[src/sv/mtc_pkg.sv]
// mtc_pkg: shared constants, request codes, microcode word and control ROM
// for the multi-terminal text console; no dependencies
`default_nettype none

package mtc_pkg;

  localparam int NUM_SCREENS_DEF = 4;
  localparam int COLUMNS_DEF     = 80;
  localparam int ROWS_DEF        = 25;

  localparam int REQ_W  = 2;
  localparam int CHAR_W = 8;
  localparam int SEL_W  = 3;
  localparam int IDX_W  = 11;
  localparam int COL_W  = 7;
  localparam int ROW_W  = 5;
  localparam int TERM_W = 2;
  localparam int DATA_W = 16;
  localparam int ATTR_W = 8;
  localparam int STEP_W = 5;

  localparam logic [DATA_W-1:0] RESET_CELL = 16'h0F20;
  localparam logic [ATTR_W-1:0] RESET_ATTR = 8'h0F;
  localparam logic [ATTR_W-1:0] IND_ATTR   = 8'h1F;
  localparam logic [CHAR_W-1:0] BLANK_CHAR = 8'h20;
  localparam logic [CHAR_W-1:0] CH_LBRK    = 8'h5B;
  localparam logic [CHAR_W-1:0] CH_F       = 8'h46;
  localparam logic [CHAR_W-1:0] CH_ONE     = 8'h31;
  localparam logic [CHAR_W-1:0] CH_RBRK    = 8'h5D;
  localparam logic [CHAR_W-1:0] CH_NL      = 8'h0A;
  localparam logic [CHAR_W-1:0] CH_CR      = 8'h0D;
  localparam logic [CHAR_W-1:0] CH_BS      = 8'h08;
  localparam logic [CHAR_W-1:0] CH_TAB     = 8'h09;
  localparam logic [CHAR_W-1:0] CH_FIRST   = 8'h20;
  localparam logic [CHAR_W-1:0] CH_LAST    = 8'h7E;

  typedef enum logic [REQ_W-1:0] {
    REQ_PUT, REQ_SWITCH, REQ_CLEAR, REQ_READ
  } req_t;

  typedef enum logic [2:0] {
    C_NEVER, C_ALWAYS, C_INPUT, C_MORE, C_ROW_OK, C_NOFLAG, C_OUT_BUSY
  } cond_t;

  typedef enum logic [2:0] {
    R_NONE, R_RD_SRC, R_RD_IDX, R_WR_COPY, R_WR_BLANK, R_WR_INIT,
    R_WR_CUR_BLANK, R_WR_CUR_CHAR
  } ram_op_t;

  typedef enum logic [1:0] {P_HOLD, P_BASE, P_ZERO, P_INC} ptr_op_t;

  typedef enum logic [2:0] {
    N_HOLD, N_COPY, N_LINE, N_SCREEN, N_ALL, N_DEC
  } cnt_op_t;

  typedef enum logic [3:0] {
    U_NONE, U_NL, U_CR, U_TAB, U_BS, U_WRAP, U_LAST, U_ADV, U_ZERO
  } cur_op_t;

  typedef enum logic [1:0] {M_NONE, M_SWITCH, M_LATCH, M_EMIT} misc_op_t;

  typedef logic [STEP_W-1:0] step_t;

  localparam step_t ST_IDLE     = 5'd0;
  localparam step_t ST_NL       = 5'd1;
  localparam step_t ST_CR       = 5'd2;
  localparam step_t ST_TAB      = 5'd3;
  localparam step_t ST_BS       = 5'd4;
  localparam step_t ST_BS_WR    = 5'd5;
  localparam step_t ST_WRAP     = 5'd6;
  localparam step_t ST_CHK      = 5'd7;
  localparam step_t ST_CP_RD    = 5'd8;
  localparam step_t ST_CP_WR    = 5'd9;
  localparam step_t ST_BL_SET   = 5'd10;
  localparam step_t ST_BL_WR    = 5'd11;
  localparam step_t ST_LAST     = 5'd12;
  localparam step_t ST_PUT      = 5'd13;
  localparam step_t ST_CLR_SET  = 5'd14;
  localparam step_t ST_CLR_WR   = 5'd15;
  localparam step_t ST_EMIT     = 5'd16;
  localparam step_t ST_RD       = 5'd17;
  localparam step_t ST_RD_LATCH = 5'd18;
  localparam step_t ST_SW       = 5'd19;
  localparam step_t ST_INIT0    = 5'd20;
  localparam step_t ST_INIT1    = 5'd21;

  typedef struct packed {
    cond_t    cond;
    step_t    target;
    logic     fin;
    logic     take;
    ram_op_t  ram_op;
    ptr_op_t  ptr_op;
    cnt_op_t  cnt_op;
    cur_op_t  cur_op;
    misc_op_t misc_op;
  } uword_t;

  typedef struct packed {
    logic  in_valid;
    step_t entry;
    logic  more;
    logic  row_ok;
    logic  flag;
    logic  out_busy;
  } dp_status_t;

  function automatic uword_t uw(cond_t c, step_t t, logic f, logic tk, ram_op_t r,
                                ptr_op_t p, cnt_op_t n, cur_op_t u, misc_op_t m);
    uword_t w;
    w = '{cond: c, target: t, fin: f, take: tk, ram_op: r, ptr_op: p,
          cnt_op: n, cur_op: u, misc_op: m};
    return w;
  endfunction

  // control store: one word per step
  function automatic uword_t ucode(step_t s);
    uword_t w;
    unique case (s)
      ST_IDLE:     w = uw(C_INPUT, ST_IDLE, 1'b1, 1'b1, R_NONE, P_HOLD, N_HOLD, U_NONE,
                          M_NONE);
      ST_NL:       w = uw(C_ALWAYS, ST_EMIT, 1'b0, 1'b0, R_NONE, P_HOLD, N_HOLD, U_NL,
                          M_NONE);
      ST_CR:       w = uw(C_ALWAYS, ST_EMIT, 1'b0, 1'b0, R_NONE, P_HOLD, N_HOLD, U_CR,
                          M_NONE);
      ST_TAB:      w = uw(C_ALWAYS, ST_EMIT, 1'b0, 1'b0, R_NONE, P_HOLD, N_HOLD, U_TAB,
                          M_NONE);
      ST_BS:       w = uw(C_NOFLAG, ST_EMIT, 1'b0, 1'b0, R_NONE, P_HOLD, N_HOLD, U_BS,
                          M_NONE);
      ST_BS_WR:    w = uw(C_ALWAYS, ST_EMIT, 1'b0, 1'b0, R_WR_CUR_BLANK, P_HOLD, N_HOLD,
                          U_NONE, M_NONE);
      ST_WRAP:     w = uw(C_NEVER, ST_IDLE, 1'b0, 1'b0, R_NONE, P_HOLD, N_HOLD, U_WRAP,
                          M_NONE);
      ST_CHK:      w = uw(C_ROW_OK, ST_PUT, 1'b0, 1'b0, R_NONE, P_BASE, N_COPY, U_NONE,
                          M_NONE);
      ST_CP_RD:    w = uw(C_NEVER, ST_IDLE, 1'b0, 1'b0, R_RD_SRC, P_HOLD, N_HOLD, U_NONE,
                          M_NONE);
      ST_CP_WR:    w = uw(C_MORE, ST_CP_RD, 1'b0, 1'b0, R_WR_COPY, P_INC, N_DEC, U_NONE,
                          M_NONE);
      ST_BL_SET:   w = uw(C_NEVER, ST_IDLE, 1'b0, 1'b0, R_NONE, P_HOLD, N_LINE, U_NONE,
                          M_NONE);
      ST_BL_WR:    w = uw(C_MORE, ST_BL_WR, 1'b0, 1'b0, R_WR_BLANK, P_INC, N_DEC, U_NONE,
                          M_NONE);
      ST_LAST:     w = uw(C_NEVER, ST_IDLE, 1'b0, 1'b0, R_NONE, P_HOLD, N_HOLD, U_LAST,
                          M_NONE);
      ST_PUT:      w = uw(C_ALWAYS, ST_EMIT, 1'b0, 1'b0, R_WR_CUR_CHAR, P_HOLD, N_HOLD,
                          U_ADV, M_NONE);
      ST_CLR_SET:  w = uw(C_NEVER, ST_IDLE, 1'b0, 1'b0, R_NONE, P_BASE, N_SCREEN, U_ZERO,
                          M_NONE);
      ST_CLR_WR:   w = uw(C_MORE, ST_CLR_WR, 1'b0, 1'b0, R_WR_BLANK, P_INC, N_DEC, U_NONE,
                          M_NONE);
      ST_EMIT:     w = uw(C_OUT_BUSY, ST_EMIT, 1'b1, 1'b0, R_NONE, P_HOLD, N_HOLD, U_NONE,
                          M_EMIT);
      ST_RD:       w = uw(C_NEVER, ST_IDLE, 1'b0, 1'b0, R_RD_IDX, P_HOLD, N_HOLD, U_NONE,
                          M_NONE);
      ST_RD_LATCH: w = uw(C_ALWAYS, ST_EMIT, 1'b0, 1'b0, R_NONE, P_HOLD, N_HOLD, U_NONE,
                          M_LATCH);
      ST_SW:       w = uw(C_ALWAYS, ST_EMIT, 1'b0, 1'b0, R_NONE, P_HOLD, N_HOLD, U_NONE,
                          M_SWITCH);
      ST_INIT0:    w = uw(C_NEVER, ST_IDLE, 1'b0, 1'b0, R_NONE, P_ZERO, N_ALL, U_NONE,
                          M_NONE);
      ST_INIT1:    w = uw(C_MORE, ST_INIT1, 1'b1, 1'b0, R_WR_INIT, P_INC, N_DEC, U_NONE,
                          M_NONE);
      default:     w = uw(C_NEVER, ST_IDLE, 1'b1, 1'b0, R_NONE, P_HOLD, N_HOLD, U_NONE,
                          M_NONE);
    endcase
    return w;
  endfunction

endpackage

`default_nettype wire

[src/sv/mtc_seq.sv]
// mtc_seq: step counter and control store walk with conditional jumps
// depends on mtc_pkg
`default_nettype none

module mtc_seq (
  input  wire logic                clk,
  input  wire logic                rst_n,
  input  wire mtc_pkg::dp_status_t st,
  output mtc_pkg::uword_t          ctl
);
  import mtc_pkg::*;

  step_t step_r;
  step_t step_nxt;
  logic  jump;

  always_comb begin
    ctl = ucode(step_r);
    unique case (ctl.cond)
      C_NEVER:    jump = 1'b0;
      C_ALWAYS:   jump = 1'b1;
      C_INPUT:    jump = st.in_valid;
      C_MORE:     jump = st.more;
      C_ROW_OK:   jump = st.row_ok;
      C_NOFLAG:   jump = !st.flag;
      C_OUT_BUSY: jump = st.out_busy;
      default:    jump = 1'b0;
    endcase
    if (jump) begin
      step_nxt = (ctl.cond == C_INPUT) ? st.entry : ctl.target;
    end else if (ctl.fin) begin
      step_nxt = ST_IDLE;
    end else begin
      step_nxt = step_r + 5'd1;
    end
  end

  always_ff @(posedge clk) begin
    if (!rst_n) begin
      step_r <= ST_INIT0;
    end else begin
      step_r <= step_nxt;
    end
  end

endmodule

`default_nettype wire

[config.mk]
export PLATFORM = sky130hd
export DESIGN_NAME = mtc_seq
export DESIGN_NICKNAME = d
export VERILOG_FILES = /design/src/sv/mtc_pkg.sv /design/src/sv/mtc_seq.sv
export SDC_FILE = /design/constraint.sdc
export NUM_CORES = 1
export LEC_CHECK = 0
export ABC_AREA = 1
export ABC_CLOCK_PERIOD_IN_PS = 2000
export BUFFER_PORTS_ARGS = -buffer_cell sky130_fd_sc_hd__buf_2
export CORE_MARGIN = 2
export CORE_UTILIZATION = 30
export DETAILED_ROUTE_END_ITERATION = 10
export MAX_ROUTING_LAYER = met4
export SLEW_MARGIN = 40
export SYNTH_ARGS = -nofsm -noshare
export SYNTH_HDL_FRONTEND = slang
export SYNTH_SLANG_ARGS = --single-unit
[constraint.sdc]
create_clock -name clk -period 2 [get_ports clk]
set_input_delay 0.5 -clock clk [delete_from_list [all_inputs] [get_ports clk]]
set_output_delay 0.5 -clock clk [all_outputs]
set_load 0.1 [all_outputs]
======== After elaboration in Yosys (flattened, before gate mapping) ========
Memories as Yosys holds them, arrays and structs flattened. A register that Yosys moved wholly into a read port is not among the register bits.
Index checks and enable logic that the tools add are counted.
cells by class
  $add $sub $neg .......................... 1
  equal/unequal tests ..................... 6
  muxes and demuxes ....................... 5
  reduce and logical (&&, ||, !) cells .... 1
operators with widths
  operator                                        number
  two-way mux 5 bit                               4
  == test 3 bit (second input constant)           3
  == test 3 x 2 -> 1 bit (second input constant)  2
  case mux 1 bit (6 select lines)                 1
  adder 5 x 1 -> 5 bit (second input constant)    1
  == test 3 x 1 -> 1 bit (second input constant)  1
  zero test 1 bit                                 1
word-level totals
  flip-flop bits (word level) ............. 5
  ROM bits ................................ 768
  input bits .............................. 12
  output and inout bits ................... 24
  logic and storage cells ................. 15
  memories kept ........................... 1
memory list
  memory           depth  width  rd ports  clocked after memory_dff  wr ports  line            RTL
  (no name shown)  32     24     1         1                         0         mtc_pkg.sv:119  unique case (s)

======== Logic depth before layout (Yosys ltp) ========
Gate-level depths: netlist (run 1).
  word-level depth ........................ 4
  gate-level depth with buffers ........... 14
  mapped depth without buffers ............ 14

======== Least setup slack after synthesis (run 1) ========
Ideal clock, no wire load.
  path type ............................... flip-flop to flip-flop
  from .................................... register ctl[22] (netlist name)
  to ...................................... register ctl[22] (netlist name)
  setup time .............................. 0.122 ns
  data arrival time ....................... 2.518 ns
  data required time ...................... 1.878 ns
  setup slack ............................. -0.640 ns
  stages on the path, launching flop included .. 13
  buffers on the path ..................... 0
  clock period less this slack ............ 2.640 ns
  cells stage by stage .................... dfxtp_1 inv_1 nor2_4 nand3_1 nand2_2 nor2_4 nand2_1 nand3_1 ha_1 nand2_1 inv_1 nand2_1 nand3_1
between the ends
  word-level cells in the longest chain between the ends .. 4
  elaborated cells between the ends (all ways) .. 10
  classes of those cells .................. eq/ne: 6; mux: 4
ends and longest elaborated chain
  element                                                               line                          RTL
  == test 3 bit (tied with other cells)                                 mtc_seq.sv:19                 unique case (ctl.cond)
  case mux 1 bit (6 select lines) or two-way mux 5 bit (tied branches)  mtc_seq.sv:19, mtc_seq.sv:30
  two-way mux 5 bit *                                                   mtc_seq.sv:29                 if (jump) begin
  two-way mux 5 bit (no source line) *                                  --
Mark *: on every way between the ends. The rest lies on a longest branch, timed or not.
A chain may end at the register's enable or synchronous reset.

======== Final worst setup path (run 1) ========
  from .................................... register ctl[22] (netlist name)
  to ...................................... register ctl[21] (netlist name)
between the ends
  word-level cells in the longest chain between the ends .. 4
  elaborated cells between the ends (all ways) .. 10
  classes of those cells .................. eq/ne: 6; mux: 4
ends and longest elaborated chain
  element                                                               line
  == test 3 bit (tied with other cells)                                 mtc_seq.sv:19
  case mux 1 bit (6 select lines) or two-way mux 5 bit (tied branches)  mtc_seq.sv:19, mtc_seq.sv:30
  two-way mux 5 bit *                                                   mtc_seq.sv:29
  two-way mux 5 bit (no source line) *                                  --
Marks and branches as above.

==> results of run 1 <==
-- cells by family (layout without fill, tap and decap cells) --
kind of cell / Yosys count / in the layout
buffers and inverters: 26 / 80
flip-flops: 27 / 27
XOR/XNOR: 1 / 1
AND/OR/NAND/NOR: 124 / 124
adder cells (fa/ha/maj): 7 / 7
AO/OA/AOI/OAI: 12 / 12
-- how the worst max path moves through the flow --
stage,start,end,slack (ns),depth (start not counted)
after detailed placement,st[1],ctl[22],-0.05,13
after global placement,st[1],ctl[16],-0.04,13
after global routing,ctl[22],ctl[21],-0.02,11
final,ctl[22],ctl[21],0.12,11
after CTS,ctl[22],ctl[16],0.03,12
after floorplan,ctl[22],ctl[22],0.03,13
-- stage by stage --
stage	std cells	util	worst slack, ns	TNS (ns)	area [um2]
6_report	305	0.418	0.116	0	1960
5_1_grt	305	0.418	-0.0187	-0.0592	1960
4_1_cts	304	0.397	0.0331	0	1860
3_5_place_dp	300	0.388	-0.0508	-0.206	1820
3_3_place_gp	300	0.388	-0.0361	-0.129	1820
2_1_floorplan	197	-	0.0287	0	1470
-- sequential cells by signal, summed over array words and instances, names as in the netlist --
register / flops
step_r: 5
ctl: 22
-- placed cells by master, fill, tap and decap left out, types with 2 or more instances in the layout --
cell	n
inv_2	4
nand3_4	2
dfxtp_4	3
nand3_2	10
clkbuf_8	3
buf_4	19
nor2_1	14
nand2_1	50
ha_4	2
a21oi_1	2
nand3_1	24
buf_2	35
o21ai_1	5
dfxtp_2	3
a21oi_2	2
nor2_4	7
inv_1	16
ha_1	5
nand4_1	4
nand2_2	9
dfxtp_1	21
-- layer usage --
metal  global-route usage  part of all wire  wire (um)
met1                0.207              0.49       1840
met2                0.246              0.47       1740
met3               0.0165             0.033        123
met4               0.0303             0.010         38
met5                    -                 0          0
-- cells in the mapped netlist (2+ instances only) --
master,n,share of area
o21ai_1,3,0.010
dfxtp_1,27,0.37
nand3_4,2,0.024
a21oi_1,4,0.014
buf_4,3,0.016
nand3_1,30,0.10
inv_2,3,0.0078
nor2_2,2,0.0086
nor2_1,15,0.039
nand2_1,54,0.14
nor2_4,5,0.039
inv_1,18,0.047
nand2_2,6,0.026
ha_1,7,0.060
nand4_1,4,0.017
nand3_2,4,0.028
o21ai_0,2,0.0069
-- what timing repair did --
action	CTS	global route
endpoints found under the setup margin	0	13
gates resized for setup	0	24
buffers inserted	0	1
-- layout make-up --
cell class / instances / area, um2
clock buffers: 4 / 45.0
fillers: 489 / 2730
inverters: 21 / 81.3
multi-input cells: 144 / 885
flip-flops and latches: 27 / 556
well taps: 54 / 67.6
repair buffers: 55 / 329
==> impl_metrics.yaml, run 1 <==
synthesis:
  yosysWarnings: 0
  synthCells: 197
  yosys.area_share.simple: 0.435
  synth-seq-area-share: 0.372
  synth_fp_nets: 216
  synth-compound-area-share: 0.0457
  ys_seq_elements: 27
  synth_top_family_by_area: "simple AND/OR/NAND/NOR gates"
  yosysUniqueCellTypes: 25
  syn_area_per_cell_um2: 7.37
  synth-edff-count: 0
  syn_area_um2: 1450
  synth_flop_cell: "dfxtp_1"
  synthMuxAreaShare: 0
  synth_async_sr_flop_share: 0
  synth-adder-area-share: 0.0603
  synth-xor-area-share: 0.00603
routing:
  viasPerCell: 4.67
  ant_nets: 0
  drtIter0Drc: 40
  drc: 0
  num_vias: 1423
  detail_route.wl_per_cell_um: 12.2
  drt_pass1_iterations: 4
  wl_um: 3730
placed_design:
  numPortBuffers: 35
  dp_hpwl_um: 2830
  gp_congestion: 0.927
global_routing:
  grt_pass1_vias: 1341
  grt_antenna_before_repair: 0
  grtUsageTotal: 0.152
  grt_pass1_wl_um: 6210
  grt_max_degree: 15
  grt-ovfl-total: 0
clocking:
  htreeDepth: 1
  cts_buffer_depth: 2
  clk_latency_ns: 0.28
  cts.clk_slew.worst_paths_ns: 0.09
  cts_sinks: 27
  hold_buffers: 0
  cts_tree: "yes"
  root_buffer: "clkbuf_8"
  cts-buffers-inserted: 3
critical_path:
  cp.buffers_inverters: 2
  path_cells: "inv_2, nor2_4, nand3_2, nand2_2, inv_1, nand3_2, nand3_1, ha_1, nand2_1, nand3_1, nand3_1"
  r2r_slack_ns: 0.12
  worstRegToRegCells: 11
  reg2reg_from: "ctl[22]"
  regToRegEndpoint: "ctl[21]"
  critical_path.top_delay_family: "simple AND/OR/NAND/NOR gates"
  crit_slowest_cell: "dfxtp_4"
  crit_top_cell: "nand3_1"
  setup.worst_path.start_class: "flip-flop"
  slowest_delay_ns: 0.38
  worst-path-max-fanout: 5
  required_ns: 2.21
  crit_path_end_kind: "flip-flop"
  arrival_ns: 2.10
  crit_type: "reg2reg"
sta:
  hold_viol: 0
  slew_violations: 0
  finClkSkew_ns: 0.00461
  fin_crit_sh: 0.942
  fmax_ghz: 0.531
  holdWs_ns: 0.588
  tightest_slew_ns: 0.490
  min_period_ns: 1.88
  finalSetupViolCount: 0
  max-slew-margin-rel: 0.676
run:
  cap_violations: 0
floorplanning:
  fp-row-count: 25
  start_util: 0.310
  die_y_um: 73.6
  ios: 36
  die_w_um: 73.6
  core_area_um2: 4690
  dieArea_um2: 5410
hold_path:
  hp-class: "in2reg"
  hold_depth: 2
  min_to: "step_r[4]"
  min_from: "rst_n"
layout:
  drive_above_1_share: 0.418
  antenna_cells: 0
  fin_nets: 271
  synthToLayoutAreaGrowth_pct: 35.1
run_status:
  status: "finished clean"
Power of run 1 is left out: the tool's default activity adds up to more than one toggle a clock period on the data nets, which glitch-free logic cannot reach.
==> inputs of run 2 (changes only) <==
--- a/config.mk
+++ b/config.mk
@@ -5,8 +5,7 @@
 export SDC_FILE = /design/constraint.sdc
 export NUM_CORES = 1
 export LEC_CHECK = 0
-export ABC_AREA = 1
-export ABC_CLOCK_PERIOD_IN_PS = 2000
+export ABC_CLOCK_PERIOD_IN_PS = 1850
 export BUFFER_PORTS_ARGS = -buffer_cell sky130_fd_sc_hd__buf_2
 export CORE_MARGIN = 2
 export CORE_UTILIZATION = 30
==> constraint.sdc (replaced) <==
create_clock -name clk -period 1.85 [get_ports clk]
set_input_delay 0.4625 -clock clk [delete_from_list [all_inputs] [get_ports clk]]
set_output_delay 0.4625 -clock clk [all_outputs]
set_load 0.1 [all_outputs]
==> impl_metrics.yaml, run 2 <==
run_status:
  status: "finished with violations"
  violations: "setup timing"
synthesis:
  yosysTopAreaCell: "dfxtp_1"
  syn_area_um2: 1400
  synth-seq-area-share: 0.385
  synthCells: 143
  yosysWarnings: 0
  synth_async_sr_flop_share: 0
  synth.area.top_cells: "dfxtp_1 (39%), ha_1 (6.2%), mux2i_1 (5.7%)"
  synth_most_common_cell: "dfxtp_1"
  synth_fp_nets: 162
  yosysUniqueCellTypes: 48
  synth-edff-count: 0
  synth.top_cells.by_count: "dfxtp_1 (27), mux2i_1 (8), nand3_1 (8)"
  synth_flop_cell: "dfxtp_1"
  netlist.area_leader.share: 0.385
  ys_seq_elements: 27
  syn_area_per_cell_um2: 9.82
floorplanning:
  dieArea_um2: 5240
  die_w_um: 72.4
  fp-row-count: 24
  start_util: 0.316
  die_y_um: 72.4
  ios: 36
  core_area_um2: 4440
layout:
  drive_above_1_share: 0.659
  fill_cells: 385
  synthToLayoutAreaGrowth_pct: 69.5
  multi_input_area_um2: 996
  antenna_cells: 0
  regArea_um2: 551
  final_common_cell: "buf_4"
  largest_reg_flops: 22
  finalCoreUtilization: 0.535
  layout_common_cells: "buf_4 (37), buf_2 (36), dfxtp_1 (23)"
  fin_nets: 246
global_routing:
  grtUsageTotal: 0.165
  grt-ovfl-total: 0
  grt_pass1_vias: 1299
  grt_pass1_wl_um: 6360
  grt_max_degree: 16
  grt_antenna_before_repair: 0
critical_path:
  startpoint: "ctl[22]"
  worst-path-max-fanout: 5
  crit_type: "reg2reg"
  regToRegEndpoint: "ctl[23]"
  crit_path_end_kind: "flip-flop"
  worstRegToRegCells: 8
  setup.worst_path.start_class: "flip-flop"
  r2r_slack_ns: -0.42
  reg2reg_from: "ctl[22]"
  endpoint: "ctl[23]"
  required_ns: 2.06
  arrival_ns: 2.48
clocking:
  root_buffer: "clkbuf_8"
  clk_latency_ns: 0.28
  cts-buffers-inserted: 3
  cts_tree: "yes"
  hold_buffers: 0
  cts.clk_slew.worst_paths_ns: 0.09
  cts_buffer_depth: 2
  cts_sinks: 27
  htreeDepth: 1
routing:
  drc: 0
  wl_um: 4210
  detail_route.wl_per_cell_um: 15.1
  viasPerCell: 4.91
  drtIter0Drc: 53
  num_vias: 1366
  ant_nets: 0
  drt_pass1_iterations: 4
sta:
  tightest_slew_ns: 0.489
  slew_violations: 0
  finClkSkew_ns: 0.00215
  fin_crit_sh: 1.23
  finalSetupViolCount: 25
  rsz0062_at_grt: "true"
  min_period_ns: 2.27
  max-slew-margin-rel: 0.676
  fmax_ghz: 0.441
  setup_ws_ns: -0.418
  hold_viol: 0
placed_design:
  numPortBuffers: 35
  place_worst_setup_slack_ns: -0.638
  gp_congestion: 0.847
  dp_hpwl_um: 2790
hold_path:
  hp-class: "in2reg"
run:
  cap_violations: 0
[run 2: changes by cell type in the layout (fill, tap and decap cells not counted), sizes merged, moves of 3 or more]
cell / delta
a211oi: +4
buf: +34
clkinv: +4
inv: -15
mux2i: +10
nand2: -51
nand3: -28
nor2: -15
o2111ai: +3
o21a: +3
xnor2: +3
[run 2: layout make-up]
cell class,instances,area share
Tap cell,52,0.0273
Multi-Input combinational cell,97,0.419
Inverter,8,0.0210
Clock inverter,1,0.00210
Timing Repair Buffer,89,0.275
Sequential cell,27,0.231
Clock buffer,3,0.0174
Timing Repair inverter,1,0.00683
[run 2: how the worst min path moves through the flow]
stage / from / end / slack, ns / cells after the start
finish: rst_n / step_r[0] / 0.61 / 3
global route: rst_n / step_r[0] / 0.62 / 3
CTS: rst_n / step_r[0] / 0.60 / 3
detailed placement: ctl[15] / step_r[0] / 0.66 / 2
global placement: ctl[15] / step_r[0] / 0.66 / 2
floorplan: step_r[0] / step_r[0] / 0.60 / 2
[run 2: stage by stage]
stage / area, um2 / TNS, ns / std cells / hold WS [ns]
floorplan: 1460 / -8.77 / 143 / 0.604
global placement: 1920 / -11.83 / 258 / 0.660
detailed placement: 1920 / -12.47 / 258 / 0.662
CTS: 2180 / -7.01 / 270 / 0.598
global route: 2380 / -9.40 / 278 / 0.622
finish: 2380 / -7.31 / 278 / 0.606
[run 2: kinds of logic (layout without fill, tap and decap cells)]
family | Yosys count | after routing | synth area share
AOI/OAI and AO/OA | 33 | 33 | 0.182
and+or+nand+nor | 41 | 41 | 0.169
buffers and inverters | 19 | 102 | 0.0829
xor gates and xnor gates | 5 | 5 | 0.0312
adders and majority gates | 7 | 7 | 0.0624
muxes | 11 | 11 | 0.0873
DFF | 27 | 27 | 0.385
[run 2: repair_timing]
item,4_1_cts,5_1_grt
setup endpoints to repair,25,26
gates cloned,1,0
setup buffers,7,8
pin swaps,13,12
gates resized for setup,31,34
[run 2: per-layer routing]
metal	GRT usage	vias to the layer above	part of all wire	wire, um
met1	0.209	660	0.45	1880
met5	-	-	0	0
met3	0.0333	5	0.036	152
met2	0.263	24	0.50	2120
li1	-	677	-	-
met4	0.0556	0	0.013	56
[run 2: worst max-delay path: stages, from the launching register on]
cell and delay, ns:
dfxtp_4 0.39, mux2_4 0.32, a211o_1 0.30, buf_6 0.14, a211oi_4 0.24, nor2_4 0.11
ha_4 0.26, or3_4 0.32, a21oi_2 0.11
Power of run 2 is left out for the same reason.
