===== src/sv/mtc_pkg.sv =====
// mtc_pkg: shared constants, request codes, microcode word and control ROM
// for the multi-terminal text console; no dependencies
`default_nettype none

package mtc_pkg;

  localparam int NUM_SCREENS_DEF = 4;
  localparam int COLUMNS_DEF     = 80;
  localparam int ROWS_DEF        = 25;

  localparam int REQ_W  = 2;
  localparam int CHAR_W = 8;
  localparam int SEL_W  = 3;
  localparam int IDX_W  = 11;
  localparam int COL_W  = 7;
  localparam int ROW_W  = 5;
  localparam int TERM_W = 2;
  localparam int DATA_W = 16;
  localparam int ATTR_W = 8;
  localparam int STEP_W = 5;

  localparam logic [DATA_W-1:0] RESET_CELL = 16'h0F20;
  localparam logic [ATTR_W-1:0] RESET_ATTR = 8'h0F;
  localparam logic [ATTR_W-1:0] IND_ATTR   = 8'h1F;
  localparam logic [CHAR_W-1:0] BLANK_CHAR = 8'h20;
  localparam logic [CHAR_W-1:0] CH_LBRK    = 8'h5B;
  localparam logic [CHAR_W-1:0] CH_F       = 8'h46;
  localparam logic [CHAR_W-1:0] CH_ONE     = 8'h31;
  localparam logic [CHAR_W-1:0] CH_RBRK    = 8'h5D;
  localparam logic [CHAR_W-1:0] CH_NL      = 8'h0A;
  localparam logic [CHAR_W-1:0] CH_CR      = 8'h0D;
  localparam logic [CHAR_W-1:0] CH_BS      = 8'h08;
  localparam logic [CHAR_W-1:0] CH_TAB     = 8'h09;
  localparam logic [CHAR_W-1:0] CH_FIRST   = 8'h20;
  localparam logic [CHAR_W-1:0] CH_LAST    = 8'h7E;

  typedef enum logic [REQ_W-1:0] {
    REQ_PUT, REQ_SWITCH, REQ_CLEAR, REQ_READ
  } req_t;

  typedef enum logic [2:0] {
    C_NEVER, C_ALWAYS, C_INPUT, C_MORE, C_ROW_OK, C_NOFLAG, C_OUT_BUSY
  } cond_t;

  typedef enum logic [2:0] {
    R_NONE, R_RD_SRC, R_RD_IDX, R_WR_COPY, R_WR_BLANK, R_WR_INIT,
    R_WR_CUR_BLANK, R_WR_CUR_CHAR
  } ram_op_t;

  typedef enum logic [1:0] {P_HOLD, P_BASE, P_ZERO, P_INC} ptr_op_t;

  typedef enum logic [2:0] {
    N_HOLD, N_COPY, N_LINE, N_SCREEN, N_ALL, N_DEC
  } cnt_op_t;

  typedef enum logic [3:0] {
    U_NONE, U_NL, U_CR, U_TAB, U_BS, U_WRAP, U_LAST, U_ADV, U_ZERO
  } cur_op_t;

  typedef enum logic [1:0] {M_NONE, M_SWITCH, M_LATCH, M_EMIT} misc_op_t;

  typedef logic [STEP_W-1:0] step_t;

  localparam step_t ST_IDLE     = 5'd0;
  localparam step_t ST_NL       = 5'd1;
  localparam step_t ST_CR       = 5'd2;
  localparam step_t ST_TAB      = 5'd3;
  localparam step_t ST_BS       = 5'd4;
  localparam step_t ST_BS_WR    = 5'd5;
  localparam step_t ST_WRAP     = 5'd6;
  localparam step_t ST_CHK      = 5'd7;
  localparam step_t ST_CP_RD    = 5'd8;
  localparam step_t ST_CP_WR    = 5'd9;
  localparam step_t ST_BL_SET   = 5'd10;
  localparam step_t ST_BL_WR    = 5'd11;
  localparam step_t ST_LAST     = 5'd12;
  localparam step_t ST_PUT      = 5'd13;
  localparam step_t ST_CLR_SET  = 5'd14;
  localparam step_t ST_CLR_WR   = 5'd15;
  localparam step_t ST_EMIT     = 5'd16;
  localparam step_t ST_RD       = 5'd17;
  localparam step_t ST_RD_LATCH = 5'd18;
  localparam step_t ST_SW       = 5'd19;
  localparam step_t ST_INIT0    = 5'd20;
  localparam step_t ST_INIT1    = 5'd21;

  typedef struct packed {
    cond_t    cond;
    step_t    target;
    logic     fin;
    logic     take;
    ram_op_t  ram_op;
    ptr_op_t  ptr_op;
    cnt_op_t  cnt_op;
    cur_op_t  cur_op;
    misc_op_t misc_op;
  } uword_t;

  typedef struct packed {
    logic  in_valid;
    step_t entry;
    logic  more;
    logic  row_ok;
    logic  flag;
    logic  out_busy;
  } dp_status_t;

  function automatic uword_t uw(cond_t c, step_t t, logic f, logic tk, ram_op_t r,
                                ptr_op_t p, cnt_op_t n, cur_op_t u, misc_op_t m);
    uword_t w;
    w = '{cond: c, target: t, fin: f, take: tk, ram_op: r, ptr_op: p,
          cnt_op: n, cur_op: u, misc_op: m};
    return w;
  endfunction

  // control store: one word per step
  function automatic uword_t ucode(step_t s);
    uword_t w;
    unique case (s)
      ST_IDLE:     w = uw(C_INPUT, ST_IDLE, 1'b1, 1'b1, R_NONE, P_HOLD, N_HOLD, U_NONE,
                          M_NONE);
      ST_NL:       w = uw(C_ALWAYS, ST_EMIT, 1'b0, 1'b0, R_NONE, P_HOLD, N_HOLD, U_NL,
                          M_NONE);
      ST_CR:       w = uw(C_ALWAYS, ST_EMIT, 1'b0, 1'b0, R_NONE, P_HOLD, N_HOLD, U_CR,
                          M_NONE);
      ST_TAB:      w = uw(C_ALWAYS, ST_EMIT, 1'b0, 1'b0, R_NONE, P_HOLD, N_HOLD, U_TAB,
                          M_NONE);
      ST_BS:       w = uw(C_NOFLAG, ST_EMIT, 1'b0, 1'b0, R_NONE, P_HOLD, N_HOLD, U_BS,
                          M_NONE);
      ST_BS_WR:    w = uw(C_ALWAYS, ST_EMIT, 1'b0, 1'b0, R_WR_CUR_BLANK, P_HOLD, N_HOLD,
                          U_NONE, M_NONE);
      ST_WRAP:     w = uw(C_NEVER, ST_IDLE, 1'b0, 1'b0, R_NONE, P_HOLD, N_HOLD, U_WRAP,
                          M_NONE);
      ST_CHK:      w = uw(C_ROW_OK, ST_PUT, 1'b0, 1'b0, R_NONE, P_BASE, N_COPY, U_NONE,
                          M_NONE);
      ST_CP_RD:    w = uw(C_NEVER, ST_IDLE, 1'b0, 1'b0, R_RD_SRC, P_HOLD, N_HOLD, U_NONE,
                          M_NONE);
      ST_CP_WR:    w = uw(C_MORE, ST_CP_RD, 1'b0, 1'b0, R_WR_COPY, P_INC, N_DEC, U_NONE,
                          M_NONE);
      ST_BL_SET:   w = uw(C_NEVER, ST_IDLE, 1'b0, 1'b0, R_NONE, P_HOLD, N_LINE, U_NONE,
                          M_NONE);
      ST_BL_WR:    w = uw(C_MORE, ST_BL_WR, 1'b0, 1'b0, R_WR_BLANK, P_INC, N_DEC, U_NONE,
                          M_NONE);
      ST_LAST:     w = uw(C_NEVER, ST_IDLE, 1'b0, 1'b0, R_NONE, P_HOLD, N_HOLD, U_LAST,
                          M_NONE);
      ST_PUT:      w = uw(C_ALWAYS, ST_EMIT, 1'b0, 1'b0, R_WR_CUR_CHAR, P_HOLD, N_HOLD,
                          U_ADV, M_NONE);
      ST_CLR_SET:  w = uw(C_NEVER, ST_IDLE, 1'b0, 1'b0, R_NONE, P_BASE, N_SCREEN, U_ZERO,
                          M_NONE);
      ST_CLR_WR:   w = uw(C_MORE, ST_CLR_WR, 1'b0, 1'b0, R_WR_BLANK, P_INC, N_DEC, U_NONE,
                          M_NONE);
      ST_EMIT:     w = uw(C_OUT_BUSY, ST_EMIT, 1'b1, 1'b0, R_NONE, P_HOLD, N_HOLD, U_NONE,
                          M_EMIT);
      ST_RD:       w = uw(C_NEVER, ST_IDLE, 1'b0, 1'b0, R_RD_IDX, P_HOLD, N_HOLD, U_NONE,
                          M_NONE);
      ST_RD_LATCH: w = uw(C_ALWAYS, ST_EMIT, 1'b0, 1'b0, R_NONE, P_HOLD, N_HOLD, U_NONE,
                          M_LATCH);
      ST_SW:       w = uw(C_ALWAYS, ST_EMIT, 1'b0, 1'b0, R_NONE, P_HOLD, N_HOLD, U_NONE,
                          M_SWITCH);
      ST_INIT0:    w = uw(C_NEVER, ST_IDLE, 1'b0, 1'b0, R_NONE, P_ZERO, N_ALL, U_NONE,
                          M_NONE);
      ST_INIT1:    w = uw(C_MORE, ST_INIT1, 1'b1, 1'b0, R_WR_INIT, P_INC, N_DEC, U_NONE,
                          M_NONE);
      default:     w = uw(C_NEVER, ST_IDLE, 1'b1, 1'b0, R_NONE, P_HOLD, N_HOLD, U_NONE,
                          M_NONE);
    endcase
    return w;
  endfunction

endpackage

`default_nettype wire


===== src/sv/mtc_if.sv =====
// mtc_if: request, result and attribute-write channel interfaces
// depends on mtc_pkg for field widths
`default_nettype none

interface mtc_in_if;
  import mtc_pkg::*;
  logic              valid;
  logic              ready;
  logic [REQ_W-1:0]  req_type;
  logic [CHAR_W-1:0] char_code;
  logic [SEL_W-1:0]  term_select;
  logic [IDX_W-1:0]  cell_index;
  modport source (output valid, req_type, char_code, term_select, cell_index,
                  input ready);
  modport sink (input valid, req_type, char_code, term_select, cell_index,
                output ready);
endinterface

interface mtc_out_if;
  import mtc_pkg::*;
  logic              valid;
  logic              ready;
  logic [COL_W-1:0]  cursor_col;
  logic [ROW_W-1:0]  cursor_row;
  logic [TERM_W-1:0] current_term;
  logic [DATA_W-1:0] read_data;
  logic              request_ignored;
  modport source (output valid, cursor_col, cursor_row, current_term, read_data,
                  request_ignored, input ready);
  modport sink (input valid, cursor_col, cursor_row, current_term, read_data,
                request_ignored, output ready);
endinterface

interface mtc_cfg_if;
  import mtc_pkg::*;
  logic              valid;
  logic              ready;
  logic [ATTR_W-1:0] data;
  modport source (output valid, data, input ready);
  modport sink (input valid, data, output ready);
endinterface

`default_nettype wire


===== src/sv/mtc_dp.sv =====
// mtc_dp: console datapath - cursors, shown screen, address pointer and
// count, request decode and result register; depends on mtc_pkg, mtc_if
`default_nettype none

module mtc_dp #(
  parameter int NUM_SCREENS = mtc_pkg::NUM_SCREENS_DEF,
  parameter int COLUMNS     = mtc_pkg::COLUMNS_DEF,
  parameter int ROWS        = mtc_pkg::ROWS_DEF,
  parameter int AW          = 13
) (
  input  wire logic                    clk,
  input  wire logic                    rst_n,
  input  wire mtc_pkg::uword_t         ctl,
  output mtc_pkg::dp_status_t          st,
  mtc_in_if.sink                       in_chan,
  mtc_out_if.source                    out_chan,
  mtc_cfg_if.sink                      cfg_chan,
  output logic                         ram_we,
  output logic [AW-1:0]                ram_waddr,
  output logic [mtc_pkg::DATA_W-1:0]   ram_wdata,
  output logic                         ram_re,
  output logic [AW-1:0]                ram_raddr,
  input  wire logic [mtc_pkg::DATA_W-1:0] ram_rdata
);
  import mtc_pkg::*;

  localparam int SC        = ROWS * COLUMNS;
  localparam int MEM_DEPTH = NUM_SCREENS * SC;
  localparam int CNT_W     = $clog2(MEM_DEPTH + 1);
  localparam int SW        = (NUM_SCREENS > 1) ? $clog2(NUM_SCREENS) : 1;

  logic [ATTR_W-1:0] attr_r;
  logic [SW-1:0]     shown_r;
  logic [COL_W-1:0]  col_r [NUM_SCREENS];
  logic [ROW_W-1:0]  row_r [NUM_SCREENS];
  logic [CHAR_W-1:0] ch_r;
  logic [IDX_W-1:0]  idx_r;
  logic [SEL_W-1:0]  sel_r;
  logic              ign_r;
  logic              flag_r;
  logic [DATA_W-1:0] data_r;
  logic [AW-1:0]     ptr_r;
  logic [AW-1:0]     ptr_nxt;
  logic [CNT_W-1:0]  cnt_r;
  logic [CNT_W-1:0]  cnt_nxt;
  logic              out_valid_r;
  logic [COL_W-1:0]  out_col_r;
  logic [ROW_W-1:0]  out_row_r;
  logic [TERM_W-1:0] out_term_r;
  logic [DATA_W-1:0] out_data_r;
  logic              out_ign_r;

  logic [COL_W-1:0]  cur_col;
  logic [ROW_W-1:0]  cur_row;
  logic [COL_W-1:0]  col_nxt;
  logic [ROW_W-1:0]  row_nxt;
  logic [ROW_W-1:0]  row_inc;
  logic [COL_W-1:0]  tab_sum;
  logic [COL_W-1:0]  tab_al;
  logic [COL_W-1:0]  tab_col;
  logic [AW-1:0]     base;
  logic [AW-1:0]     cur_addr;
  logic [DATA_W-1:0] blank;
  logic [IDX_W-1:0]  ind_off;
  logic [DATA_W-1:0] rd_view;
  logic              accept;
  logic              out_busy;
  logic              emit;
  step_t             entry;
  logic              ign_d;
  logic              flag_d;

  assign cur_col  = col_r[shown_r];
  assign cur_row  = row_r[shown_r];
  assign base     = AW'(shown_r) * AW'(SC);
  assign cur_addr = base + AW'(cur_row) * AW'(COLUMNS) + AW'(cur_col);
  assign blank    = {attr_r, BLANK_CHAR};
  assign row_inc  = (cur_row < ROW_W'(ROWS)) ? cur_row + 5'd1 : cur_row;
  assign tab_sum  = cur_col + 7'd8;
  assign tab_al   = {tab_sum[COL_W-1:3], 3'b000};
  assign tab_col  = (tab_al > COL_W'(COLUMNS)) ? COL_W'(COLUMNS) : tab_al;

  assign accept   = ctl.take && in_chan.valid;
  assign out_busy = out_valid_r && !out_chan.ready;
  assign emit     = (ctl.misc_op == M_EMIT) && !out_busy;

  assign in_chan.ready  = ctl.take;
  assign cfg_chan.ready = 1'b1;

  assign st.in_valid = in_chan.valid;
  assign st.entry    = entry;
  assign st.more     = cnt_r != CNT_W'(1);
  assign st.row_ok   = cur_row < ROW_W'(ROWS);
  assign st.flag     = flag_r;
  assign st.out_busy = out_busy;

  assign out_chan.valid           = out_valid_r;
  assign out_chan.cursor_col      = out_col_r;
  assign out_chan.cursor_row      = out_row_r;
  assign out_chan.current_term    = out_term_r;
  assign out_chan.read_data       = out_data_r;
  assign out_chan.request_ignored = out_ign_r;

  // request decode
  always_comb begin
    entry  = ST_EMIT;
    ign_d  = 1'b0;
    flag_d = 1'b0;
    unique case (in_chan.req_type)
      REQ_PUT: begin
        if (in_chan.char_code == CH_NL) begin
          entry = ST_NL;
        end else if (in_chan.char_code == CH_CR) begin
          entry = ST_CR;
        end else if (in_chan.char_code == CH_TAB) begin
          entry = ST_TAB;
        end else if (in_chan.char_code == CH_BS) begin
          entry  = ST_BS;
          flag_d = (cur_col != '0) && (cur_row < ROW_W'(ROWS));
        end else if (in_chan.char_code >= CH_FIRST && in_chan.char_code <= CH_LAST) begin
          entry = ST_WRAP;
        end else begin
          ign_d = 1'b1;
        end
      end
      REQ_SWITCH: begin
        if (in_chan.term_select >= SEL_W'(NUM_SCREENS) ||
            in_chan.term_select == SEL_W'(shown_r)) begin
          ign_d = 1'b1;
        end else begin
          entry = ST_SW;
        end
      end
      REQ_CLEAR: begin
        entry = ST_CLR_SET;
      end
      REQ_READ: begin
        if (in_chan.cell_index >= IDX_W'(SC)) begin
          ign_d = 1'b1;
        end else begin
          entry = ST_RD;
        end
      end
      default: begin
        ign_d = 1'b1;
      end
    endcase
  end

  // cursor update
  always_comb begin
    col_nxt = cur_col;
    row_nxt = cur_row;
    case (ctl.cur_op)
      U_NL: begin
        col_nxt = '0;
        row_nxt = row_inc;
      end
      U_CR:  col_nxt = '0;
      U_TAB: col_nxt = tab_col;
      U_BS: begin
        if (cur_col != '0) begin
          col_nxt = cur_col - 7'd1;
        end
      end
      U_WRAP: begin
        if (cur_col >= COL_W'(COLUMNS)) begin
          col_nxt = '0;
          row_nxt = row_inc;
        end
      end
      U_LAST: row_nxt = ROW_W'(ROWS - 1);
      U_ADV:  col_nxt = cur_col + 7'd1;
      U_ZERO: begin
        col_nxt = '0;
        row_nxt = '0;
      end
      default: begin
        col_nxt = cur_col;
      end
    endcase
  end

  // pointer and count
  always_comb begin
    case (ctl.ptr_op)
      P_BASE:  ptr_nxt = base;
      P_ZERO:  ptr_nxt = '0;
      P_INC:   ptr_nxt = ptr_r + AW'(1);
      default: ptr_nxt = ptr_r;
    endcase
    case (ctl.cnt_op)
      N_COPY:   cnt_nxt = CNT_W'((ROWS - 1) * COLUMNS);
      N_LINE:   cnt_nxt = CNT_W'(COLUMNS);
      N_SCREEN: cnt_nxt = CNT_W'(SC);
      N_ALL:    cnt_nxt = CNT_W'(MEM_DEPTH);
      N_DEC:    cnt_nxt = cnt_r - CNT_W'(1);
      default:  cnt_nxt = cnt_r;
    endcase
  end

  // cell memory port
  always_comb begin
    ram_we    = 1'b0;
    ram_re    = 1'b0;
    ram_waddr = ptr_r;
    ram_raddr = ptr_r + AW'(COLUMNS);
    ram_wdata = blank;
    case (ctl.ram_op)
      R_RD_SRC: ram_re = 1'b1;
      R_RD_IDX: begin
        ram_re    = 1'b1;
        ram_raddr = base + AW'(idx_r);
      end
      R_WR_COPY: begin
        ram_we    = 1'b1;
        ram_wdata = ram_rdata;
      end
      R_WR_BLANK: ram_we = 1'b1;
      R_WR_INIT: begin
        ram_we    = 1'b1;
        ram_wdata = RESET_CELL;
      end
      R_WR_CUR_BLANK: begin
        ram_we    = 1'b1;
        ram_waddr = cur_addr;
      end
      R_WR_CUR_CHAR: begin
        ram_we    = 1'b1;
        ram_waddr = cur_addr;
        ram_wdata = {attr_r, ch_r};
      end
      default: ram_we = 1'b0;
    endcase
  end

  // screen indicator overlay on row 0
  assign ind_off = idx_r - IDX_W'(COLUMNS - 4);
  always_comb begin
    rd_view = ram_rdata;
    if (idx_r >= IDX_W'(COLUMNS - 4) && idx_r < IDX_W'(COLUMNS)) begin
      case (ind_off[1:0])
        2'd0:    rd_view = {IND_ATTR, CH_LBRK};
        2'd1:    rd_view = {IND_ATTR, CH_F};
        2'd2:    rd_view = {IND_ATTR, CH_ONE + CHAR_W'(shown_r)};
        default: rd_view = {IND_ATTR, CH_RBRK};
      endcase
    end
  end

  always_ff @(posedge clk) begin
    if (!rst_n) begin
      attr_r      <= RESET_ATTR;
      shown_r     <= '0;
      out_valid_r <= 1'b0;
      for (int i = 0; i < NUM_SCREENS; i++) begin
        col_r[i] <= '0;
        row_r[i] <= '0;
      end
    end else begin
      if (cfg_chan.valid) begin
        attr_r <= cfg_chan.data;
      end
      if (ctl.misc_op == M_SWITCH) begin
        shown_r <= sel_r[SW-1:0];
      end
      col_r[shown_r] <= col_nxt;
      row_r[shown_r] <= row_nxt;
      if (emit) begin
        out_valid_r <= 1'b1;
      end else if (out_chan.ready) begin
        out_valid_r <= 1'b0;
      end
    end
  end

  always_ff @(posedge clk) begin
    ptr_r <= ptr_nxt;
    cnt_r <= cnt_nxt;
    if (accept) begin
      ch_r   <= in_chan.char_code;
      idx_r  <= in_chan.cell_index;
      sel_r  <= in_chan.term_select;
      ign_r  <= ign_d;
      flag_r <= flag_d;
      data_r <= '0;
    end else if (ctl.misc_op == M_LATCH) begin
      data_r <= rd_view;
    end
    if (emit) begin
      out_col_r  <= cur_col;
      out_row_r  <= cur_row;
      out_term_r <= TERM_W'(shown_r);
      out_data_r <= data_r;
      out_ign_r  <= ign_r;
    end
  end

endmodule

`default_nettype wire


===== src/flat_wrapper.sv =====
// flat-port wrapper written by rule: the top's interface ports become plain ports
module mtc_dp_flat import mtc_pkg::*;
#(
  parameter int NUM_SCREENS = mtc_pkg::NUM_SCREENS_DEF,
  parameter int COLUMNS     = mtc_pkg::COLUMNS_DEF,
  parameter int ROWS        = mtc_pkg::ROWS_DEF,
  parameter int AW          = 13
)
  (clk, rst_n, ctl, st, ram_we, ram_waddr, ram_wdata, ram_re, ram_raddr, ram_rdata, in_chan_valid, in_chan_req_type, in_chan_char_code, in_chan_term_select, in_chan_cell_index, in_chan_ready, out_chan_valid, out_chan_cursor_col, out_chan_cursor_row, out_chan_current_term, out_chan_read_data, out_chan_request_ignored, out_chan_ready, cfg_chan_valid, cfg_chan_data, cfg_chan_ready);
  mtc_in_if in_chan_i ();
  mtc_out_if out_chan_i ();
  mtc_cfg_if cfg_chan_i ();
  input  wire logic clk;
  input  wire logic rst_n;
  input  wire mtc_pkg::uword_t ctl;
  output mtc_pkg::dp_status_t st;
  output logic ram_we;
  output logic [AW-1:0] ram_waddr;
  output logic [mtc_pkg::DATA_W-1:0] ram_wdata;
  output logic ram_re;
  output logic [AW-1:0] ram_raddr;
  input  wire logic [mtc_pkg::DATA_W-1:0] ram_rdata;
  input wire logic [$bits(in_chan_i.valid)-1:0] in_chan_valid;
  input wire logic [$bits(in_chan_i.req_type)-1:0] in_chan_req_type;
  input wire logic [$bits(in_chan_i.char_code)-1:0] in_chan_char_code;
  input wire logic [$bits(in_chan_i.term_select)-1:0] in_chan_term_select;
  input wire logic [$bits(in_chan_i.cell_index)-1:0] in_chan_cell_index;
  output wire logic [$bits(in_chan_i.ready)-1:0] in_chan_ready;
  output wire logic [$bits(out_chan_i.valid)-1:0] out_chan_valid;
  output wire logic [$bits(out_chan_i.cursor_col)-1:0] out_chan_cursor_col;
  output wire logic [$bits(out_chan_i.cursor_row)-1:0] out_chan_cursor_row;
  output wire logic [$bits(out_chan_i.current_term)-1:0] out_chan_current_term;
  output wire logic [$bits(out_chan_i.read_data)-1:0] out_chan_read_data;
  output wire logic [$bits(out_chan_i.request_ignored)-1:0] out_chan_request_ignored;
  input wire logic [$bits(out_chan_i.ready)-1:0] out_chan_ready;
  input wire logic [$bits(cfg_chan_i.valid)-1:0] cfg_chan_valid;
  input wire logic [$bits(cfg_chan_i.data)-1:0] cfg_chan_data;
  output wire logic [$bits(cfg_chan_i.ready)-1:0] cfg_chan_ready;
  assign in_chan_i.valid = in_chan_valid;
  assign in_chan_i.req_type = in_chan_req_type;
  assign in_chan_i.char_code = in_chan_char_code;
  assign in_chan_i.term_select = in_chan_term_select;
  assign in_chan_i.cell_index = in_chan_cell_index;
  assign in_chan_ready = in_chan_i.ready;
  assign out_chan_valid = out_chan_i.valid;
  assign out_chan_cursor_col = out_chan_i.cursor_col;
  assign out_chan_cursor_row = out_chan_i.cursor_row;
  assign out_chan_current_term = out_chan_i.current_term;
  assign out_chan_read_data = out_chan_i.read_data;
  assign out_chan_request_ignored = out_chan_i.request_ignored;
  assign out_chan_i.ready = out_chan_ready;
  assign cfg_chan_i.valid = cfg_chan_valid;
  assign cfg_chan_i.data = cfg_chan_data;
  assign cfg_chan_ready = cfg_chan_i.ready;
  mtc_dp #(.NUM_SCREENS(NUM_SCREENS), .COLUMNS(COLUMNS), .ROWS(ROWS), .AW(AW)) u_core (.clk(clk), .rst_n(rst_n), .ctl(ctl), .st(st), .in_chan(in_chan_i), .out_chan(out_chan_i), .cfg_chan(cfg_chan_i), .ram_we(ram_we), .ram_waddr(ram_waddr), .ram_wdata(ram_wdata), .ram_re(ram_re), .ram_raddr(ram_raddr), .ram_rdata(ram_rdata));
endmodule

===== config.mk =====
export PLATFORM = sky130hd
export DESIGN_NAME = mtc_dp_flat
export DESIGN_NICKNAME = d
export VERILOG_FILES = /design/src/sv/mtc_pkg.sv /design/src/sv/mtc_if.sv /design/src/sv/mtc_dp.sv /design/src/flat_wrapper.sv
export SDC_FILE = /design/constraint.sdc
export NUM_CORES = 1
export LEC_CHECK = 0
export ABC_AREA = 0
export BUFFER_PORTS_ARGS = -buffer_cell sky130_fd_sc_hd__buf_2
export CAP_MARGIN = 10
export CORE_MARGIN = 1
export CORE_UTILIZATION = 61
export CTS_CLUSTER_DIAMETER = 30
export DETAILED_ROUTE_END_ITERATION = 10
export GPL_TIMING_DRIVEN = 0
export MAX_ROUTING_LAYER = met4
export PLACE_DENSITY = 0.88
export RECOVER_POWER = 50
export SKIP_CTS_REPAIR_TIMING = 1
export SLEW_MARGIN = 10
export SYNTH_ARGS = -nofsm -noshare
export SYNTH_HDL_FRONTEND = slang
export SYNTH_SLANG_ARGS = --single-unit

===== constraint.sdc =====
create_clock -name clk -period 11.19 [get_ports clk]
set_clock_uncertainty 0.1 [all_clocks]
set_input_delay 2.238 -clock clk [delete_from_list [all_inputs] [get_ports clk]]
set_output_delay 2.238 -clock clk [all_outputs]
set_load 0.02 [all_outputs]

# Word level (Yosys, flattened, before mapping)
# Memories as Yosys holds them, arrays and structs flattened. A register that Yosys moved wholly into a read port is not among the register bits.
# Index checks and enable logic that the tools add are counted.
# classes
n_shift	0
reduce_logical	22
n_eq_ne	37
muxes	46
n_addsub	12
n_mul	2
n_lt_le_gt_ge	9
bitwise_logic	2
div_mod_pow	0
# ops
cell	n
$pmux 13 s5	1
$pmux 16 s3	1
$mux 5	8
$pmux 5 s4	2
$pmux 13 s3	1
$pmux 7 s5	1
$eq 8x4->1 const B	4
$mux 7	4
$mux 13	2
$pmux 8 s3	1
$eq 3x3->1 const B	6
$eq 4x3->1 const B	4
$mux 1	16
$mux 16	1
$reduce_or 5->1	3
$eq 2x2->1 const B	7
$mux 2	7
$add 13x1->13 const B	1
$add 13x11->13	1
$add 13x12->13	1
$add 13x7->13	1
$add 13x7->13 const B	1
$ne 13x1->1 const B	1
$sub 13x1->13 const B	1
37 further kinds	54
# word_totals
register_bits	107
ramBits	48
latch_bits	0
in_bits	77
romBits	0
memories	2
word_cells	148
# memory_table
name	depth	word_bits	rd	rd_ports_with_merged_regs	write_ports	line	rtl
u_core.col_r	4	7	1	1	4	mtc_dp.sv:34	logic [COL_W-1:0] col_r [NUM_SCREENS];
u_core.row_r	4	5	1	1	4	mtc_dp.sv:35	logic [ROW_W-1:0] row_r [NUM_SCREENS];

# Logic depth before layout (Yosys ltp)
# Gate-level depths: netlist (run 1).
# logic_depth
ltp_word	8
mapped_depth	15

# Worst setup path before layout (run 1)
# No wires, ideal clock.
# synth_timing
path_kind	register to output
from	register with a tool-made name
to	output port ram_waddr[12]
arrival_ns	3.950
slack_ns	4.902
path_stages_with_launch	13
n_path_buf	1
cell_sequence	dfxtp_1 buf_6 mux4_2 ha_1 ha_1 fa_1 ha_1 ha_1 nor2b_1 o21a_1 o41a_1 xnor2_1 o21ai_0
# synth_rtl
element	line	rtl
end: declaration	flat_wrapper.sv:18	output logic [AW-1:0] ram_waddr;

==> results.json, run 1 <==
{
  "worstMarginPinSlew_ns": 2.08,
  "final_hold_viol_count": 0,
  "final.setup.tns_ns": 0,
  "violations": "max-capacitance violations, max-slew violations",
  "drcViolationCount": 0,
  "yosys_register_bits": 157,
  "async_reset_ff_frac": 0,
  "yosys.area.top_type": "edfxtp_1",
  "cp_data_required_time_ns": 8.85,
  "via_per_inst": 6.17,
  "ys_seq_area_frac": 0.498,
  "finalCritPeriodShare": 0.677,
  "clk_latency_ns": 0.43,
  "first_iter_violations": 961,
  "rsz0062_at_grt": "no",
  "first_global_vias": 6956,
  "numCtsBuffers": 17,
  "dp.cells": 1173,
  "p_total_mw": 1.66,
  "place.detailed.hpwl_mm": 16.5,
  "period_needed_ns": 7.58,
  "area.growth.synth_to_final_pct": 17.3,
  "syn_nets": 972,
  "max_freq_mhz": 132,
  "syn_area_um2": 8880,
  "cts-htree-levels": 4,
  "dieHeight_um": 123,
  "antenna_found_initial": 1,
  "coreArea_um2": 14000,
  "cts_tree": "built",
  "drive_gt1_frac": 0.159,
  "n_fill_cell": 964,
  "cts.sinks": 157,
  "dpl_worst_slack_ns": 4.63,
  "root_buffer": "clkbuf_16",
  "drv_cap": 1,
  "power.density_nw_per_um2": 160,
  "nets": 1142,
  "detail-route-antenna-nets": 0,
  "worstSetupPathType": "register to output port",
  "drv_slew": 13,
  "worst_ep_arrival_time_ns": 5.24,
  "syn_avg_cell_area_um2": 10.5,
  "grt.overflow.total": 0,
  "power.leakage_nw": 4.20,
  "instances_no_fill": 1206,
  "ir_worst_vdd_uv": 116,
  "drt-pass1-iter-count": 5,
  "track_usage": 0.325,
  "seq_area_um2": 4420,
  "fp.dieW_um": 123,
  "synth_ff_type": "edfxtp_1",
  "num_rows": 43,
  "die_area_um2": 15000,
  "yosysUniqueCellTypes": 70,
  "setup_viol": 0,
  "final_util": 0.742,
  "dpl-instance-area_um2": 9890,
  "multiInputGateArea_um2": 4120,
  "vias": 7445,
  "place.gp.congestion": 0.957,
  "netlist_instances": 842,
  "end_kind": "output port",
  "clkTransAtPathRegs_ns": 0.06,
  "holdCritPathClass": "register to register",
  "io_buffer_count": 150,
  "status": "finished, violations left",
  "wl_per_cell_um": 18.9,
  "wl_mm": 22.8,
  "fin_ws_ns": 3.61,
  "yosysTopAreaCellShare": 0.433,
  "start_util": 0.632,
  "grt_pass1_wl_mm": 35.1,
  "whs_ns": 0.334,
  "num_io_pins": 165,
  "synth-edff-count": 128,
  "startpoint_type": "register",
  "ys.warnings.count": 0,
  "cp_max_fo": 10,
  "synthTopCellsByArea": "edfxtp_1, ha_1, dfxtp_1",
  "stdcell_area_um2": 10400,
  "slew_headroom": -0.405,
  "cts.path.max_buffers": 2,
  "grt_max_degree": 33
}
flip-flops by register name, indices dropped and copies added (netlist names), named ones only:
register and cells:
u_core.ign_r 1, u_core.out_chan.cursor_row 5, u_core.col_r 28, u_core.ptr_r 13, u_core.out_chan.request_ignored 1, u_core.out_chan.current_term 2
u_core.ch_r 8, u_core.data_r 16, u_core.out_chan.cursor_col 7, u_core.out_chan.valid 1, u_core.flag_r 1, u_core.idx_r 11
u_core.cnt_r 13, u_core.attr_r 8, u_core.row_r 20, u_core.shown_r 2, u_core.sel_r 2, u_core.out_chan.read_data 16
worst max-delay path, cell delays in order (launching register included):
cell	delay (ns)
dfxtp_1	0.42
clkbuf_1	0.69
mux4_2	0.76
ha_1	0.36
ha_1	0.23
fa_1	0.45
ha_1	0.29
ha_1	0.33
nor2b_1	0.14
o21a_1	0.19
o41a_1	0.33
xnor2_1	0.13
o21ai_0	0.26
buf_2	0.23
cell usage in the layout (no fill, tap or decap), types with 18 or more instances in the layout:
master and instances:
a21oi_1 46, buf_2 104, clkbuf_1 84, clkbuf_16 20, dfxtp_1 29, edfxtp_1 128, ha_1 47, inv_1 37
mux2i_1 21, nand2_1 79, nand3_1 18, nor2_1 113, nor3_1 23, o21ai_0 42, xnor2_1 20, xor2_1 27
cell usage after synthesis, drive strengths merged (7+ instances only):
| cell | count |
|---|---|
| inv | 37 |
| ha | 47 |
| o31ai | 8 |
| nand4 | 11 |
| nand2b | 10 |
| nor2 | 115 |
| xor2 | 27 |
| nand2 | 79 |
| a21o | 7 |
| nand3 | 18 |
| a21oi | 47 |
| o21ai | 44 |
| o22ai | 9 |
| xnor2 | 20 |
| edfxtp | 128 |
| mux2i | 21 |
| nor2b | 12 |
| mux4 | 12 |
| nor3 | 23 |
| dfxtp | 29 |
| buf | 11 |
| clkbuf | 31 |
| and3 | 9 |
| o22a | 8 |
logic make-up after synthesis:
logic type / synth area share
and+or+nand+nor: 0.162
xor gates and xnor gates: 0.0464
other: 0.000422
DFF: 0.498
buffers and inverters: 0.0380
adders and majority gates: 0.0798
AOI/OAI and AO/OA: 0.117
muxes: 0.0583
layout make-up:
type,instances,share of cell area
clock buffer,22,0.0488
multi-input combinational,605,0.395
clock inverter,10,0.0118
tap,180,0.0216
buffer,42,0.0172
timing repair buffer,151,0.0668
antenna,1,0.000240
inverter,38,0.0137
sequential,157,0.425
final timing paths:
path,slack [ns],depth (start not counted),end,from
worst max-delay path,3.61,13,ram_waddr[12],register
worst min-delay path,0.33,0,u_core.out_chan.read_data[7]$_DFFE_PP_,u_core.data_r[7]$_SDFFE_PP0N_
worst max register to register,7.40,10,u_core.col_r[2][5]$_SDFFCE_PN0P_,register
worst min register to register,0.33,0,u_core.out_chan.read_data[7]$_DFFE_PP_,u_core.data_r[7]$_SDFFE_PP0N_
report_power, final:
group          switching, mW  total (mW)  internal (mW)
logic                  0.224       0.349          0.125
clock network          0.236       0.607          0.371
registers             0.0258       0.709          0.683
total                  0.486        1.66           1.18
per-layer routing:
layer  GRT usage  wire (um)
met1       0.388       8850
met2       0.518      11000
met3      0.0836       2190
met4       0.149        825
met5           -          0
No activity file was read; power rests on OpenSTA's default activity.
==> run 2: changes to the inputs <==
- CORE_UTILIZATION: 61 -> 51
- PLACE_DENSITY: 0.88 -> 0.79
- clock period: 11.19 -> 6.4 ns (I/O delays scaled with it)
==> run 2 against run 1 <==
The run still ends with max-capacitance violations, max-slew violations left. Power rose by 69%. Register-to-register slack worse by 4.3 ns. Final cell count rose by 3.2%.
==> results.json, run 2 (synthesized netlist as in run 1, its figures left out) <==
{
  "cp_max_fo": 10,
  "worstMarginPinSlew_ns": 2.09,
  "io_buffer_count": 150,
  "place.gp.congestion": 0.902,
  "cp_data_required_time_ns": 5.02,
  "slowest_delay_ns": 0.67,
  "end_kind": "output port",
  "worstSetupPathType": "register to output port",
  "dpl_worst_slack_ns": 0.918,
  "cts.path.max_buffers": 2,
  "place.detailed.hpwl_mm": 16.4,
  "grt.overflow.total": 0,
  "num_rows": 47,
  "worst_path_dominant_cell_family": "adder cells",
  "n_fill_cell": 1385,
  "nets": 1142,
  "status": "finished, violations left",
  "drv_cap": 2,
  "worst-r2r-cell-count": 2,
  "cts-htree-levels": 4,
  "diodes": 0,
  "coreArea_um2": 16800,
  "r2r-end": "u_core.col_r[3][0]$_DFFE_PP_",
  "min_to": "u_core.out_chan.request_ignored$_DFFE_PP_",
  "num_io_pins": 165,
  "ir_worst_vdd_uv": 300,
  "holdCritPathClass": "register to register",
  "cts.sinks": 157,
  "startpoint_type": "register",
  "cpMostUsedCell": "ha_1",
  "clk_latency_ns": 0.43,
  "hold_start": "u_core.ign_r$_DFFE_PP_",
  "grt_max_degree": 33,
  "cpMaxStageDelayCell": "mux4_2",
  "area.growth.synth_to_final_pct": 17.4,
  "setup_viol": 0,
  "worstPathCellList": "buf_6 -> mux4_2 -> ha_1 -> ha_1 -> fa_1 -> ha_1 -> ha_1 -> nor2b_1 -> o21a_1 -> o41a_1 -> xnor2_1 -> o21ai_0 -> buf_2",
  "vias": 7205,
  "clkTransAtPathRegs_ns": 0.06,
  "cts_tree": "built",
  "dieHeight_um": 134,
  "violations": "max-capacitance violations, max-slew violations",
  "timing.rr.start": "u_core.shown_r[0]$_SDFFE_PN0N_",
  "root_buffer": "clkbuf_16",
  "max_freq_mhz": 167,
  "rsz0062_at_grt": "no",
  "reg_top3": "u_core.col_r x28, u_core.row_r x20",
  "final.setup.tns_ns": 0,
  "first_global_vias": 7018,
  "whs_path_depth": 0,
  "final_cell_mix": "edfxtp_1, nor2_1, buf_2, clkbuf_1, nand2_1",
  "wl_per_cell_um": 17.9,
  "period_needed_ns": 5.97,
  "detail-route-antenna-nets": 0,
  "wl_mm": 22.3,
  "first_iter_violations": 584,
  "fp.dieW_um": 134,
  "track_usage": 0.264,
  "finalCritPeriodShare": 0.933,
  "p_total_mw": 2.82,
  "path_buf_inv": 2,
  "largest_register_ffs": 28,
  "fin_ws_ns": 0.430,
  "die_area_um2": 17900,
  "power.density_nw_per_um2": 271,
  "drv_slew": 40,
  "drive_gt1_frac": 0.160,
  "numCtsBuffers": 17,
  "start_util": 0.528,
  "slew_headroom": -0.410,
  "worst_ep_arrival_time_ns": 4.59,
  "drcViolationCount": 0,
  "antenna_found_initial": 0,
  "via_per_inst": 5.79,
  "grt_pass1_wl_mm": 35.4,
  "power.leakage_nw": 4.17,
  "drt-pass1-iter-count": 5,
  "final_common_cell": "edfxtp_1",
  "r2r_slack_ns": 3.15,
  "regMostFlops": "u_core.col_r",
  "final_hold_viol_count": 0
}
## run 2: worst max-delay path by stage
stage          cells past startpoint             to     start
2_1_floorplan                     12  ram_waddr[12]  register
3_5_place_dp                      13  ram_waddr[12]  register
3_3_place_gp                      13  ram_waddr[12]  register
6_report                          13  ram_waddr[12]  register
5_1_grt                           13  ram_waddr[12]  register
4_1_cts                           13  ram_waddr[12]  register
## run 2: per-stage QoR
stage                     area, um^2  hold WS (ns)  utilization  instances
after floorplan                 8880         0.300            -        842
after global placement          9900         0.302        0.589       1212
after detailed placement        9940         0.311        0.591       1213
after CTS                      10500         0.327        0.626       1245
after global routing           10400         0.338        0.620       1245
final                          10400         0.326        0.620       1245
## run 2: metal layers
metal	part of all wire	routed length (um)	vias up	GRT usage
met4	0.027	591	0	0.101
li1	-	-	3402	-
met3	0.081	1810	61	0.0582
met2	0.48	10700	325	0.425
met1	0.41	9170	3417	0.326
met5	0	0	-	-
## run 2: cell type report
class	count	area (um^2)	share of cell area
Tap cell	220	275	0.0264
Inverter	38	143	0.0137
Sequential cell	157	4420	0.424
Multi-Input combinational cell	605	4120	0.395
Timing Repair Buffer	151	692	0.0664
Clock inverter	13	121	0.0116
Buffer	42	188	0.0180
Clock buffer	19	464	0.0445
## run 2: power by group
part	internal, mW	switching [mW]
logic	0.218	0.385
clock network	0.544	0.437
registers	1.19	0.0430
## run 2: worst reg2reg max path, delay by kind of cell (launching register included)
kind	cells	cell delay, ns
flip-flops	1	0.67
buffers and inverters	1	0.38
AO/OA/AOI/OAI	1	1.68
